## src/rtl/qsort_pkg.sv

```systemverilog
// Shared types, constants and helpers for the quicksort sorter.
// No dependencies; qsort_ctrl, quicksort_sorter_top and qsort_checker import it.
package qsort_pkg;

    localparam int QS_MAX_ITEMS   = 64;
    localparam int QS_VALUE_WIDTH = 32;

    typedef struct packed {
        logic signed [QS_VALUE_WIDTH-1:0] value;
        logic                             last;
    } item_t;

    typedef struct packed {
        logic signed [QS_VALUE_WIDTH-1:0] sorted_value;
        logic                             end_of_run;
        logic                             overflow;
    } result_t;

    // Load request from the sequencer into the output register.
    typedef struct packed {
        logic    load;
        result_t data;
    } emit_t;

    typedef enum logic [3:0] {
        ST_COLLECT,
        ST_POP,
        ST_POP_WAIT,
        ST_PIVOT,
        ST_SCAN_I,
        ST_SCAN_J,
        ST_CHECK,
        ST_SWAP_I,
        ST_SWAP_J,
        ST_FINAL_LO,
        ST_FINAL_J,
        ST_PUSH_L,
        ST_EMIT_RD,
        ST_EMIT_LD,
        ST_EMIT_WAIT
    } qsort_state_t;

    function automatic logic less_than(input logic [QS_VALUE_WIDTH-1:0] a,
                                       input logic [QS_VALUE_WIDTH-1:0] b);
        return $signed(a) < $signed(b);
    endfunction

endpackage

```

## src/rtl/quicksort_sorter_top.sv

```systemverilog
// Quicksort sorter, top level: element RAM, range-stack RAM, sequencer and
// output register. Depends on qsort_pkg, qsort_ram and qsort_ctrl.
//
// Values are taken one per cycle while collecting; up to MAX_ITEMS are kept
// and the rest are dropped (overflow is then set on every result of the run).
// The transaction marked last starts the sort; input stays stalled until
// the final sorted result has been taken. The sort is an in-place quicksort
// over a single-port-read element RAM: a range is popped from the stack and
// its pivot read (ST_POP, ST_POP_WAIT, ST_PIVOT), the two pointers then scan
// the range, each swap passes ST_CHECK, ST_SWAP_I and ST_SWAP_J, and a
// partition is closed by ST_FINAL_LO, ST_FINAL_J and ST_PUSH_L. Already
// ordered data is the slowest case. Read-out reads each result from the
// element RAM into the output register and holds it while the output stalls.
module quicksort_sorter_top
    import qsort_pkg::*;
#(
    parameter int MAX_ITEMS = QS_MAX_ITEMS
) (
    input  logic    clk,
    input  logic    rst_n,
    input  logic    item_valid,
    output logic    item_stall,
    input  item_t   item,
    output logic    result_valid,
    input  logic    result_stall,
    output result_t result
);

    localparam int AW = $clog2(MAX_ITEMS);

    logic                      s_we, s_re;
    logic [AW-1:0]             s_waddr, s_raddr;
    logic [QS_VALUE_WIDTH-1:0] s_wdata, s_rdata;
    logic                      t_we, t_re;
    logic [AW-1:0]             t_waddr, t_raddr;
    logic [2*AW-1:0]           t_wdata, t_rdata;

    emit_t   emit;
    logic    taken;
    logic    result_valid_reg, result_valid_next;
    result_t result_reg;

    qsort_ram #(
        .WIDTH (QS_VALUE_WIDTH),
        .DEPTH (MAX_ITEMS)
    ) u_store (
        .clk   (clk),
        .we    (s_we),
        .waddr (s_waddr),
        .wdata (s_wdata),
        .re    (s_re),
        .raddr (s_raddr),
        .rdata (s_rdata)
    );

    qsort_ram #(
        .WIDTH (2*AW),
        .DEPTH (MAX_ITEMS)
    ) u_stack (
        .clk   (clk),
        .we    (t_we),
        .waddr (t_waddr),
        .wdata (t_wdata),
        .re    (t_re),
        .raddr (t_raddr),
        .rdata (t_rdata)
    );

    qsort_ctrl #(
        .MAX_ITEMS (MAX_ITEMS)
    ) u_ctrl (
        .clk        (clk),
        .rst_n      (rst_n),
        .item_valid (item_valid),
        .item       (item),
        .item_stall (item_stall),
        .taken      (taken),
        .emit       (emit),
        .s_we       (s_we),
        .s_waddr    (s_waddr),
        .s_wdata    (s_wdata),
        .s_re       (s_re),
        .s_raddr    (s_raddr),
        .s_rdata    (s_rdata),
        .t_we       (t_we),
        .t_waddr    (t_waddr),
        .t_wdata    (t_wdata),
        .t_re       (t_re),
        .t_raddr    (t_raddr),
        .t_rdata    (t_rdata)
    );

    // output register
    assign taken = result_valid_reg && !result_stall;

    always_comb
    begin
        if (emit.load)
        begin
            result_valid_next = 1'b1;
        end
        else if (taken)
        begin
            result_valid_next = 1'b0;
        end
        else
        begin
            result_valid_next = result_valid_reg;
        end
    end

    always_ff @(posedge clk or negedge rst_n)
    begin
        if (!rst_n)
        begin
            result_valid_reg <= 1'b0;
        end
        else
        begin
            result_valid_reg <= result_valid_next;
        end
    end

    always_ff @(posedge clk)
    begin
        if (emit.load)
        begin
            result_reg <= emit.data;
        end
    end

    assign result_valid = result_valid_reg;
    assign result       = result_reg;

endmodule

```

## src/rtl/qsort_ram.sv

```systemverilog
// Single-port-write, single-port-read synchronous RAM with registered read data.
// Same-cycle write to the read address is forwarded. Depends on nothing.
module qsort_ram #(
    parameter int WIDTH = 32,
    parameter int DEPTH = 64
) (
    input  logic                     clk,
    input  logic                     we,
    input  logic [$clog2(DEPTH)-1:0] waddr,
    input  logic [WIDTH-1:0]         wdata,
    input  logic                     re,
    input  logic [$clog2(DEPTH)-1:0] raddr,
    output logic [WIDTH-1:0]         rdata
);

    logic [WIDTH-1:0] mem [DEPTH];
    logic [WIDTH-1:0] rdata_reg;

    always_ff @(posedge clk)
    begin
        if (we)
        begin
            mem[waddr] <= wdata;
        end
    end

    always_ff @(posedge clk)
    begin
        if (re)
        begin
            if (we && (waddr == raddr))
            begin
                rdata_reg <= wdata;
            end
            else
            begin
                rdata_reg <= mem[raddr];
            end
        end
    end

    assign rdata = rdata_reg;

endmodule

```

## src/rtl/qsort_ctrl.sv

```systemverilog
// Sequencer and datapath: collect, Hoare partition over the element RAM,
// range stack handling, and read-out. Depends on qsort_pkg.
module qsort_ctrl
    import qsort_pkg::*;
#(
    parameter int MAX_ITEMS = QS_MAX_ITEMS
) (
    input  logic                         clk,
    input  logic                         rst_n,
    input  logic                         item_valid,
    input  item_t                        item,
    output logic                         item_stall,
    input  logic                         taken,
    output emit_t                        emit,
    // element store
    output logic                         s_we,
    output logic [$clog2(MAX_ITEMS)-1:0] s_waddr,
    output logic [QS_VALUE_WIDTH-1:0]    s_wdata,
    output logic                         s_re,
    output logic [$clog2(MAX_ITEMS)-1:0] s_raddr,
    input  logic [QS_VALUE_WIDTH-1:0]    s_rdata,
    // range stack
    output logic                         t_we,
    output logic [$clog2(MAX_ITEMS)-1:0] t_waddr,
    output logic [2*$clog2(MAX_ITEMS)-1:0] t_wdata,
    output logic                         t_re,
    output logic [$clog2(MAX_ITEMS)-1:0] t_raddr,
    input  logic [2*$clog2(MAX_ITEMS)-1:0] t_rdata
);

    localparam int AW = $clog2(MAX_ITEMS);
    localparam int CW = AW + 1;

    localparam logic [CW-1:0] MAX_C = CW'(MAX_ITEMS);
    localparam logic [CW-1:0] ONE_C = CW'(1);
    localparam logic [CW-1:0] TWO_C = CW'(2);

    qsort_state_t state_reg, state_next;

    logic [CW-1:0]             count_reg, count_next;
    logic                      dropped_reg, dropped_next;
    logic [CW-1:0]             sp_reg, sp_next;
    logic [CW-1:0]             k_reg, k_next;
    logic [AW-1:0]             lo_reg, lo_next;
    logic [AW-1:0]             hi_reg, hi_next;
    logic [CW-1:0]             i_reg, i_next;
    logic [CW-1:0]             j_reg, j_next;
    logic [QS_VALUE_WIDTH-1:0] pivot_reg, pivot_next;
    logic [QS_VALUE_WIDTH-1:0] vi_reg, vi_next;
    logic [QS_VALUE_WIDTH-1:0] vj_reg, vj_next;

    logic          item_take;
    logic          count_full;
    logic [CW-1:0] count_after;
    logic [CW-1:0] top_hi;
    logic [CW-1:0] lo_c, hi_c;
    logic [CW-1:0] i_inc, j_dec, j_inc, sp_dec;
    logic          i_inc_ok, j_dec_ok;
    logic          rd_lt_pivot, pivot_lt_rd;
    logic [AW-1:0] t_lo, t_hi;

    assign item_take   = item_valid && (state_reg == ST_COLLECT);
    assign count_full  = (count_reg >= MAX_C);
    assign count_after = count_full ? count_reg : count_reg + ONE_C;
    assign top_hi      = count_after - ONE_C;
    assign lo_c        = {1'b0, lo_reg};
    assign hi_c        = {1'b0, hi_reg};
    assign i_inc       = i_reg + ONE_C;
    assign j_dec       = j_reg - ONE_C;
    assign j_inc       = j_reg + ONE_C;
    assign sp_dec      = sp_reg - ONE_C;
    assign i_inc_ok    = (i_inc <= hi_c);
    assign j_dec_ok    = (j_dec > lo_c);
    assign rd_lt_pivot = less_than(s_rdata, pivot_reg);
    assign pivot_lt_rd = less_than(pivot_reg, s_rdata);
    assign t_lo        = t_rdata[2*AW-1:AW];
    assign t_hi        = t_rdata[AW-1:0];

    assign item_stall  = (state_reg != ST_COLLECT);

    always_ff @(posedge clk or negedge rst_n)
    begin
        if (!rst_n)
        begin
            state_reg   <= ST_COLLECT;
            count_reg   <= '0;
            dropped_reg <= 1'b0;
            sp_reg      <= '0;
            k_reg       <= '0;
        end
        else
        begin
            state_reg   <= state_next;
            count_reg   <= count_next;
            dropped_reg <= dropped_next;
            sp_reg      <= sp_next;
            k_reg       <= k_next;
        end
    end

    always_ff @(posedge clk)
    begin
        lo_reg    <= lo_next;
        hi_reg    <= hi_next;
        i_reg     <= i_next;
        j_reg     <= j_next;
        pivot_reg <= pivot_next;
        vi_reg    <= vi_next;
        vj_reg    <= vj_next;
    end

    // next state
    always_comb
    begin
        state_next = state_reg;
        case (state_reg)
            ST_COLLECT:
            begin
                if (item_take && item.last)
                begin
                    state_next = (count_after >= TWO_C) ? ST_POP : ST_EMIT_RD;
                end
            end
            ST_POP:
            begin
                state_next = (sp_reg == '0) ? ST_EMIT_RD : ST_POP_WAIT;
            end
            ST_POP_WAIT:
            begin
                state_next = (t_lo >= t_hi) ? ST_POP : ST_PIVOT;
            end
            ST_PIVOT:
            begin
                state_next = ST_SCAN_I;
            end
            ST_SCAN_I:
            begin
                if (rd_lt_pivot && i_inc_ok)
                begin
                    state_next = ST_SCAN_I;
                end
                else
                begin
                    state_next = j_dec_ok ? ST_SCAN_J : ST_CHECK;
                end
            end
            ST_SCAN_J:
            begin
                state_next = (pivot_lt_rd && j_dec_ok) ? ST_SCAN_J : ST_CHECK;
            end
            ST_CHECK:
            begin
                state_next = (i_reg >= j_reg) ? ST_FINAL_LO : ST_SWAP_I;
            end
            ST_SWAP_I:
            begin
                state_next = ST_SWAP_J;
            end
            ST_SWAP_J:
            begin
                if (i_inc_ok)
                begin
                    state_next = ST_SCAN_I;
                end
                else
                begin
                    state_next = j_dec_ok ? ST_SCAN_J : ST_CHECK;
                end
            end
            ST_FINAL_LO:
            begin
                state_next = ST_FINAL_J;
            end
            ST_FINAL_J:
            begin
                state_next = ST_PUSH_L;
            end
            ST_PUSH_L:
            begin
                state_next = ST_POP;
            end
            ST_EMIT_RD:
            begin
                state_next = ST_EMIT_LD;
            end
            ST_EMIT_LD:
            begin
                state_next = ST_EMIT_WAIT;
            end
            ST_EMIT_WAIT:
            begin
                if (taken)
                begin
                    state_next = (k_reg == count_reg) ? ST_COLLECT : ST_EMIT_LD;
                end
            end
            default:
            begin
                state_next = ST_COLLECT;
            end
        endcase
    end

    // outputs and datapath
    always_comb
    begin
        count_next   = count_reg;
        dropped_next = dropped_reg;
        sp_next      = sp_reg;
        k_next       = k_reg;
        lo_next      = lo_reg;
        hi_next      = hi_reg;
        i_next       = i_reg;
        j_next       = j_reg;
        pivot_next   = pivot_reg;
        vi_next      = vi_reg;
        vj_next      = vj_reg;
        s_we         = 1'b0;
        s_waddr      = '0;
        s_wdata      = '0;
        s_re         = 1'b0;
        s_raddr      = '0;
        t_we         = 1'b0;
        t_waddr      = '0;
        t_wdata      = '0;
        t_re         = 1'b0;
        t_raddr      = '0;
        emit         = '0;

        case (state_reg)
            ST_COLLECT:
            begin
                if (item_take)
                begin
                    if (!count_full)
                    begin
                        s_we       = 1'b1;
                        s_waddr    = count_reg[AW-1:0];
                        s_wdata    = item.value;
                        count_next = count_reg + ONE_C;
                    end
                    else
                    begin
                        dropped_next = 1'b1;
                    end
                    if (item.last)
                    begin
                        k_next  = '0;
                        sp_next = '0;
                        if (count_after >= TWO_C)
                        begin
                            t_we    = 1'b1;
                            t_waddr = '0;
                            t_wdata = {{AW{1'b0}}, top_hi[AW-1:0]};
                            sp_next = ONE_C;
                        end
                    end
                end
            end
            ST_POP:
            begin
                if (sp_reg != '0)
                begin
                    sp_next = sp_dec;
                    t_re    = 1'b1;
                    t_raddr = sp_dec[AW-1:0];
                end
            end
            ST_POP_WAIT:
            begin
                lo_next = t_lo;
                hi_next = t_hi;
                if (t_lo < t_hi)
                begin
                    s_re    = 1'b1;
                    s_raddr = t_lo;
                    i_next  = {1'b0, t_lo};
                    j_next  = {1'b0, t_hi} + ONE_C;
                end
            end
            ST_PIVOT:
            begin
                pivot_next = s_rdata;
                s_re       = 1'b1;
                s_raddr    = i_inc[AW-1:0];
                i_next     = i_inc;
            end
            ST_SCAN_I:
            begin
                if (rd_lt_pivot && i_inc_ok)
                begin
                    i_next  = i_inc;
                    s_re    = 1'b1;
                    s_raddr = i_inc[AW-1:0];
                end
                else
                begin
                    if (rd_lt_pivot)
                    begin
                        i_next = i_inc;   // ran past hi
                    end
                    else
                    begin
                        vi_next = s_rdata;
                    end
                    j_next = j_dec;
                    if (j_dec_ok)
                    begin
                        s_re    = 1'b1;
                        s_raddr = j_dec[AW-1:0];
                    end
                    else
                    begin
                        vj_next = pivot_reg;   // j landed on lo
                    end
                end
            end
            ST_SCAN_J:
            begin
                if (pivot_lt_rd)
                begin
                    j_next = j_dec;
                    if (j_dec_ok)
                    begin
                        s_re    = 1'b1;
                        s_raddr = j_dec[AW-1:0];
                    end
                    else
                    begin
                        vj_next = pivot_reg;
                    end
                end
                else
                begin
                    vj_next = s_rdata;
                end
            end
            ST_CHECK:
            begin
            end
            ST_SWAP_I:
            begin
                s_we    = 1'b1;
                s_waddr = i_reg[AW-1:0];
                s_wdata = vj_reg;
            end
            ST_SWAP_J:
            begin
                // read of i+1 may hit j; the RAM forwards the write
                s_we    = 1'b1;
                s_waddr = j_reg[AW-1:0];
                s_wdata = vi_reg;
                i_next  = i_inc;
                if (i_inc_ok)
                begin
                    s_re    = 1'b1;
                    s_raddr = i_inc[AW-1:0];
                end
                else
                begin
                    j_next = j_dec;
                    if (j_dec_ok)
                    begin
                        s_re    = 1'b1;
                        s_raddr = j_dec[AW-1:0];
                    end
                    else
                    begin
                        vj_next = pivot_reg;
                    end
                end
            end
            ST_FINAL_LO:
            begin
                s_we    = 1'b1;
                s_waddr = lo_reg;
                s_wdata = vj_reg;
            end
            ST_FINAL_J:
            begin
                s_we    = 1'b1;
                s_waddr = j_reg[AW-1:0];
                s_wdata = pivot_reg;
                if (j_inc < hi_c)
                begin
                    t_we    = 1'b1;
                    t_waddr = sp_reg[AW-1:0];
                    t_wdata = {j_inc[AW-1:0], hi_reg};
                    sp_next = sp_reg + ONE_C;
                end
            end
            ST_PUSH_L:
            begin
                if (j_reg > lo_c + ONE_C)
                begin
                    t_we    = 1'b1;
                    t_waddr = sp_reg[AW-1:0];
                    t_wdata = {lo_reg, j_dec[AW-1:0]};
                    sp_next = sp_reg + ONE_C;
                end
            end
            ST_EMIT_RD:
            begin
                s_re    = 1'b1;
                s_raddr = k_reg[AW-1:0];
            end
            ST_EMIT_LD:
            begin
                emit.load              = 1'b1;
                emit.data.sorted_value = s_rdata;
                emit.data.end_of_run   = (k_reg + ONE_C == count_reg);
                emit.data.overflow     = dropped_reg;
                k_next                 = k_reg + ONE_C;
            end
            ST_EMIT_WAIT:
            begin
                if (taken)
                begin
                    if (k_reg == count_reg)
                    begin
                        count_next   = '0;
                        dropped_next = 1'b0;
                    end
                    else
                    begin
                        s_re    = 1'b1;
                        s_raddr = k_reg[AW-1:0];
                    end
                end
            end
            default:
            begin
            end
        endcase
    end

endmodule

```

## config.mk

```make
export PLATFORM = sky130hd
export DESIGN_NAME = quicksort_sorter_top
export DESIGN_NICKNAME = d
export VERILOG_FILES = /design/src/rtl/qsort_pkg.sv /design/src/rtl/quicksort_sorter_top.sv /design/src/rtl/qsort_ram.sv /design/src/rtl/qsort_ctrl.sv
export SDC_FILE = /design/constraint.sdc
export NUM_CORES = 2
export LEC_CHECK = 0
export CAP_MARGIN = 10
export CELL_PAD_IN_SITES_DETAIL_PLACEMENT = 0
export CELL_PAD_IN_SITES_GLOBAL_PLACEMENT = 1
export CORE_MARGIN = 4
export CORE_UTILIZATION = 30
export CTS_CLUSTER_SIZE = 24
export DETAILED_ROUTE_END_ITERATION = 10
export DONT_BUFFER_PORTS = 1
export PLACE_DENSITY_LB_ADDON = 0.1
export SYNTH_ARGS = -nofsm -noshare
export SYNTH_HDL_FRONTEND = slang
export SYNTH_SLANG_ARGS = --single-unit
```

## constraint.sdc

```tcl
create_clock -name clk -period 15.85 [get_ports clk]
set_input_delay 1.585 -clock clk [delete_from_list [all_inputs] [get_ports clk]]
set_output_delay 1.585 -clock clk [all_outputs]
set_load 0.02 [all_outputs]
```

## Word-level counts from Yosys, hierarchy flattened

Memories as Yosys holds them, arrays and structs flattened. A register that Yosys moved wholly into a read port is not among the register bits.
Cells that the tools add are included.

- Register bits: 183
- Memory bits (writable): 2816
- Input port bits: 37
- Word-level logic and storage cells: 199
- Memories: 2

- Add/sub/neg operators: 10
- Magnitude comparators: 11
- Equality and inequality tests: 30
- Multiplexer cells: 97
- Bitwise operators: 2
- Reduce and logical (&&, ||, !) cells: 31

Memories:

| name | depth | width | rd ports | clocked after memory_dff | wr ports | line | text |
|---|---|---|---|---|---|---|---|
| u_store.mem | 64 | 32 | 1 | 1 | 1 | qsort_ram.sv:16 | `logic [WIDTH-1:0] mem [DEPTH];` |
| u_stack.mem | 64 | 12 | 1 | 1 | 1 | qsort_ram.sv:16 |  |

Operator list:

| cell | count |
|---|---|
| 32-bit 2-to-1 mux | 6 |
| 32-bit case mux with 4 select lines | 1 |
| 7-bit 2-to-1 mux | 18 |
| 32-bit case mux with 3 select lines | 1 |
| 6-bit 2-to-1 mux | 14 |
| 32-bit less-than comparator | 2 |
| 4-bit case mux with 15 select lines | 1 |
| 7-bit case mux with 4 select lines | 2 |
| 12-bit 2-to-1 mux | 4 |
| 6-bit case mux with 7 select lines | 1 |
| 12-bit case mux with 3 select lines | 1 |
| 7-bit by 1-bit adder with 7-bit output, second input constant | 5 |
| 35-bit 2-to-1 mux | 1 |
| 4-bit 2-to-1 mux | 8 |
| 4-bit equality test, second input constant | 7 |
| 7-bit case mux with 2 select lines | 2 |
| 1-bit 2-to-1 mux | 27 |
| 6-bit case mux with 4 select lines | 1 |
| 7-bit case mux with 3 select lines | 1 |
| 4-bit by 3-bit equality test with 1-bit output, second input constant | 4 |
| 2-bit by 1-bit != test with 1-bit output, second input constant | 8 |
| 6-bit by 1-bit adder with 7-bit output, second input constant | 2 |
| 7-bit equality test | 2 |
| 7-bit by 1-bit subtractor with 7-bit output, second input constant | 2 |
| 35 further kinds | 60 |

## Depth between registers and ports, before layout

- Depth in word-level cells: 9
- Gate-level depth with buffers: 23
- Gate-level depth less buffers: 18

## By module

A second synthesis with hierarchy kept.

- Cell total of the unflattened synthesis: 6719
- Area, all modules: 122040.8 um^2

By module, submodules not included:

| module | instances | cells each | area an instance (um^2) | seq. area each (um^2) |
|---|---|---|---|---|
| qsort_ram at u_store | 1 | 4163 | 80302.0 | 62459.9 |
| qsort_ram at u_stack | 1 | 1414 | 30257.8 | 23422.5 |
| qsort_ctrl | 1 | 1105 | 10421.2 | 4314.1 |
| quicksort_sorter_top | 1 | 37 | 1059.8 | 1046.0 |

## Least setup slack after synthesis

No wires, ideal clock.

- Path type: input to register
- Start point: input item_valid
- End point: memory u_store.mem[40][0] (enable)
- Arrival time: 5812 ps
- Data required time: 15349 ps
- Slack: 9537 ps
- Stages on the path: 7
- Buffers on the path: 1
- Cells stage by stage: nand3_1 > nor2_1 > clkbuf_1 > a222oi_1 > nor2_1 > nand2_1 > nor4_1

- Cells in the longest elaborated chain, start to end: 5
- Elaborated cells between the ends (all ways): 7
- Those cells by class: 6 x mux; 1 x reduce/logical

Ends and longest elaborated chain:

| item | line | text |
|---|---|---|
| from (decl) | quicksort_sorter_top.sv:21 | `input logic item_valid,` |
| 1-bit logical AND * | qsort_ctrl.sv:62 | `assign item_take = item_valid && (state_reg == ST_COLLECT);` |
| 1-bit 2-to-1 mux | qsort_ctrl.sv:233 | `if (item_take)` |
| 1-bit case mux with 2 select lines | qsort_ctrl.sv:230 | `case (state_reg)` |
| 1-bit 2-to-1 mux | qsort_ram.sv:21 | `if (we)` |
| 1-bit 2-to-1 mux (not written as such) | qsort_ram.sv:23 | `mem[waddr] <= wdata;` |
| to (decl) | qsort_ram.sv:16 |  |

Mark *: on every way between the ends. The rest lies on a longest branch, timed or not.

## Worst setup path after layout

- Start point: register u_ctrl.j_reg[0]
- End point: register u_store.rdata_reg[21], in the netlist u_store.rdata[21] (read register of u_store.mem), data pin

- Cells in the longest elaborated chain, start to end: 5
- Elaborated cells between the ends (all ways): 12
- Those cells by class: 1 x add/sub; 1 x order compare; 10 x mux

Ends and longest elaborated chain:

| item | line | text |
|---|---|---|
| from (decl) | qsort_ctrl.sv:47 | `logic [CW-1:0] j_reg, j_next;` |
| from (signal assigned) | qsort_ctrl.sv:106 | `j_reg <= j_next;` |
| 7-bit by 1-bit subtractor with 7-bit output * | qsort_ctrl.sv:69 | `assign j_dec = j_reg - ONE_C;` |
| 7-bit by 6-bit > comparator with 1-bit output | qsort_ctrl.sv:73 | `assign j_dec_ok = (j_dec > lo_c);` |
| 6-bit 2-to-1 mux or 1-bit 2-to-1 mux (tied branches) | qsort_ctrl.sv:307, qsort_ctrl.sv:323, qsort_ctrl.sv:362 |  |
| 6-bit 2-to-1 mux (tied with other cells) | qsort_ctrl.sv:354 | `if (i_inc_ok)` |
| 6-bit case mux with 7 select lines or 1-bit case mux with 6 select lines (tied branches) | qsort_ctrl.sv:230 |  |
| to (decl) | qsort_ram.sv:17 | `logic [WIDTH-1:0] rdata_reg;` |

Marks and branches as above.
A chain may end at the register's enable or synchronous reset.

==> run metrics <==
final core utilization=34.84%; share of cells above drive strength 1=11.30%; Mapped Cells=8847; post-cts resize count=0; Final period util=54.32%; grt total ovfl=0; hold_ws=0.3159 ns; Post-DP HPWL=272.6 mm; r2r worst-path depth=21; clock sinks=3043; synth cell count leaders=edfxtp_1, nand2_1, nand3_1; Worst-Skew Late Latency=0.97 ns; post-route cell area=0.1431 mm²; number of global-route vias before repair=75020; status=completed; area leader, netlist=edfxtp_1; Fillers=39500; Cell Area, Synth=0.1241 mm²; CP Launch Type=register; Fin Clk Skew=0.1186 ns; WL/cell=31.31 µm; routability cong.=0.8305; Tmin final=8.610 ns; max capacitance violation total=0; Worst slew margin=7.910%; Routed met3 length=24.34 mm; Synth Flop Type=edfxtp_1; final wirelength=461.8 mm; endpoints failing setup=0; Mean Syn Cell Area=14.03 µm²; hold crit path type=in -> async; Antenna Nets Post-Route=0; Crit path required time=16.51 ns; met1 WL=211.2 mm; clk root buf=clkbuf_16; Post-Synth XOR/XNOR Area=0.3953%; Synth-to-Final Area Change=15.33%; Worst VDD drop=0.0002127 V; CP arrival=9.27 ns; Post-Place Setup Slack=7.265 ns; antenna violations before repair=41; total negative slack=0 ns; initial core utilization=30.21%; Core Region=0.4108 mm²; placed cell count=14090; Peak Freq=116.1 MHz; post-CTS setup buffers=0; Seq. cell area=0.09124 mm²; Yosys Warn Count=0; TritonCTS clock tree=yes; die height=651.1 µm; Placement Cell Area=0.1323 mm²; total power=33.05 mW; Leakage=48.30 nW; Worst Setup Path Type=reg -> reg; DR pass1 iterations=6; count of different cell masters after synthesis=92; syn nets=8967; max reg flops=2048; CP Capture Type=register; asr flop ratio synth=0.8873%; synth top area cells=edfxtp_1, nand2_1, mux2i_1; fin. max-slew vios=0; CTS Buffer Depth=4; TritonCTS Buffers=352; crit path max fanout=56; main combinational cell family by area after synthesis=simple AND/OR/NAND/NOR gates; Reg clk slew, reported paths=0.06 ns; Die ar.=0.4240 mm²; Post-Synth Simple-Gate Area=11.36%; RSZ-0062 raised after global routing=false; IO buf count=0; Synth top area share=72.98%; setup ws final=7.240 ns; Die Wd=651.1 µm; sequential-to-total area share from yosys stat=73.53%; Final Hold Viols=0; top-count cell post-synth=edfxtp_1; Yosys reg bits=3043; nets=9118; largest net degree at the start of global routing=145; PD cells=230.9 mW/mm²; routed vias=77640; total track usage=21.06%; final cell count without fillers=14750; Max Used Layer=met5; Hold Buf Count CTS=0; row cnt=235; EDFF count, synth=3016; IO Pins=73; vias per inst=5.265; multi-input logic area=0.03106 mm²; DR iter-0 viols=7965; H-tree Lvls=5; drt drc=0; first-pass GRT wire length=633.8 mm; post-synthesis adder-cell area fraction=0.8369%; Worst Max-Slew Pin Slew=1.370 ns; post-synthesis compound-gate area fraction=8.141%; metal2 WL=212.5 mm; mux cell area share after synthesis=3.432%
layout by cell type (no fill, tap or decap), types with 16 or more instances in the layout:
cell type,count
clkbuf_16,357
o2111ai_1,30
a2111oi_0,37
a211oi_1,284
a32oi_1,121
nand4_1,66
a21oi_1,226
nand3_1,444
mux2i_1,412
dfrtp_1,27
a221oi_1,16
a211o_1,18
clkbuf_1,86
o22ai_1,63
ha_1,83
a311oi_1,118
buf_4,346
and2_1,205
nand2_2,27
a222oi_1,34
o21ai_0,64
nor4_1,25
clkinv_2,53
edfxtp_1,3016
nor3_1,79
a31oi_1,189
and3_1,65
xnor2_1,41
inv_1,79
nor2_4,77
and2_0,31
clkinv_1,102
nor2_1,203
nand2_1,1846
worst max-delay path, cell delays in order, from the launching register on:
cell	delay, ns
edfxtp_1	0.68
inv_1	0.19
ha_1	0.29
xnor2_1	0.57
inv_1	0.17
ha_1	0.36
a21oi_1	0.20
a21o_1	0.14
a21oi_1	0.14
o22ai_1	0.31
a211oi_1	0.16
nor4_4	0.30
buf_4	0.64
buf_4	0.78
buf_4	0.49
buf_4	0.64
mux2i_1	0.25
a32oi_1	0.07
nand4_1	0.17
nand3_1	0.37
nor2_1	0.92
a211oi_1	0.26
where the power goes:
group	internal (mW)	switching [mW]	total (mW)
sequential	10.0	0.297	10.3
clock	4.37	3.35	7.72
combinational	3.82	11.2	15.0
path summary, 6_finish.rpt:
path | from | end | slack, ns
hold reg to reg | u_stack.rdata[5] | u_ctrl.hi_reg[5] | 0.50
setup / recovery | u_ctrl.j_reg[0] | u_store.rdata[21] | 7.24
hold / removal | rst_n | u_ctrl.k_reg[5] | 0.32
max in group asynchronous | rst_n | u_ctrl.sp_reg[6] | 15.42
min in group clk | u_stack.rdata[5] | u_ctrl.hi_reg[5] | 0.50
setup reg to reg | u_ctrl.j_reg[0] | u_store.rdata[21] | 7.24
metal layers:
metal  vias up  global-route usage [%]
met2      2410                   33.62
li1      34060                       -
met5         -                       0
met3       541                   2.746
met1     40630                   30.00
met4         4                   5.980
area by class of cell:
cell class                 count  area share, %
multi-input combinational   5154          21.71
sequential                  3043          63.76
tap                         5451          4.766
antenna                       13        0.02273
clock buffer                 444          6.478
inverter                      83         0.2177
clock inverter               194          1.024
timing repair buffer         364          2.028
cell families after synthesis:
family                   count (synthesis)
adder cells (fa/ha/maj)                 83
AO/OA/AOI/OAI                         1386
buffers and inverters                  650
flip-flops                            3043
multiplexers                           424
XOR/XNOR                                56
AND/OR/NAND/NOR                       3205
No activity file was read; power rests on OpenSTA's default activity.
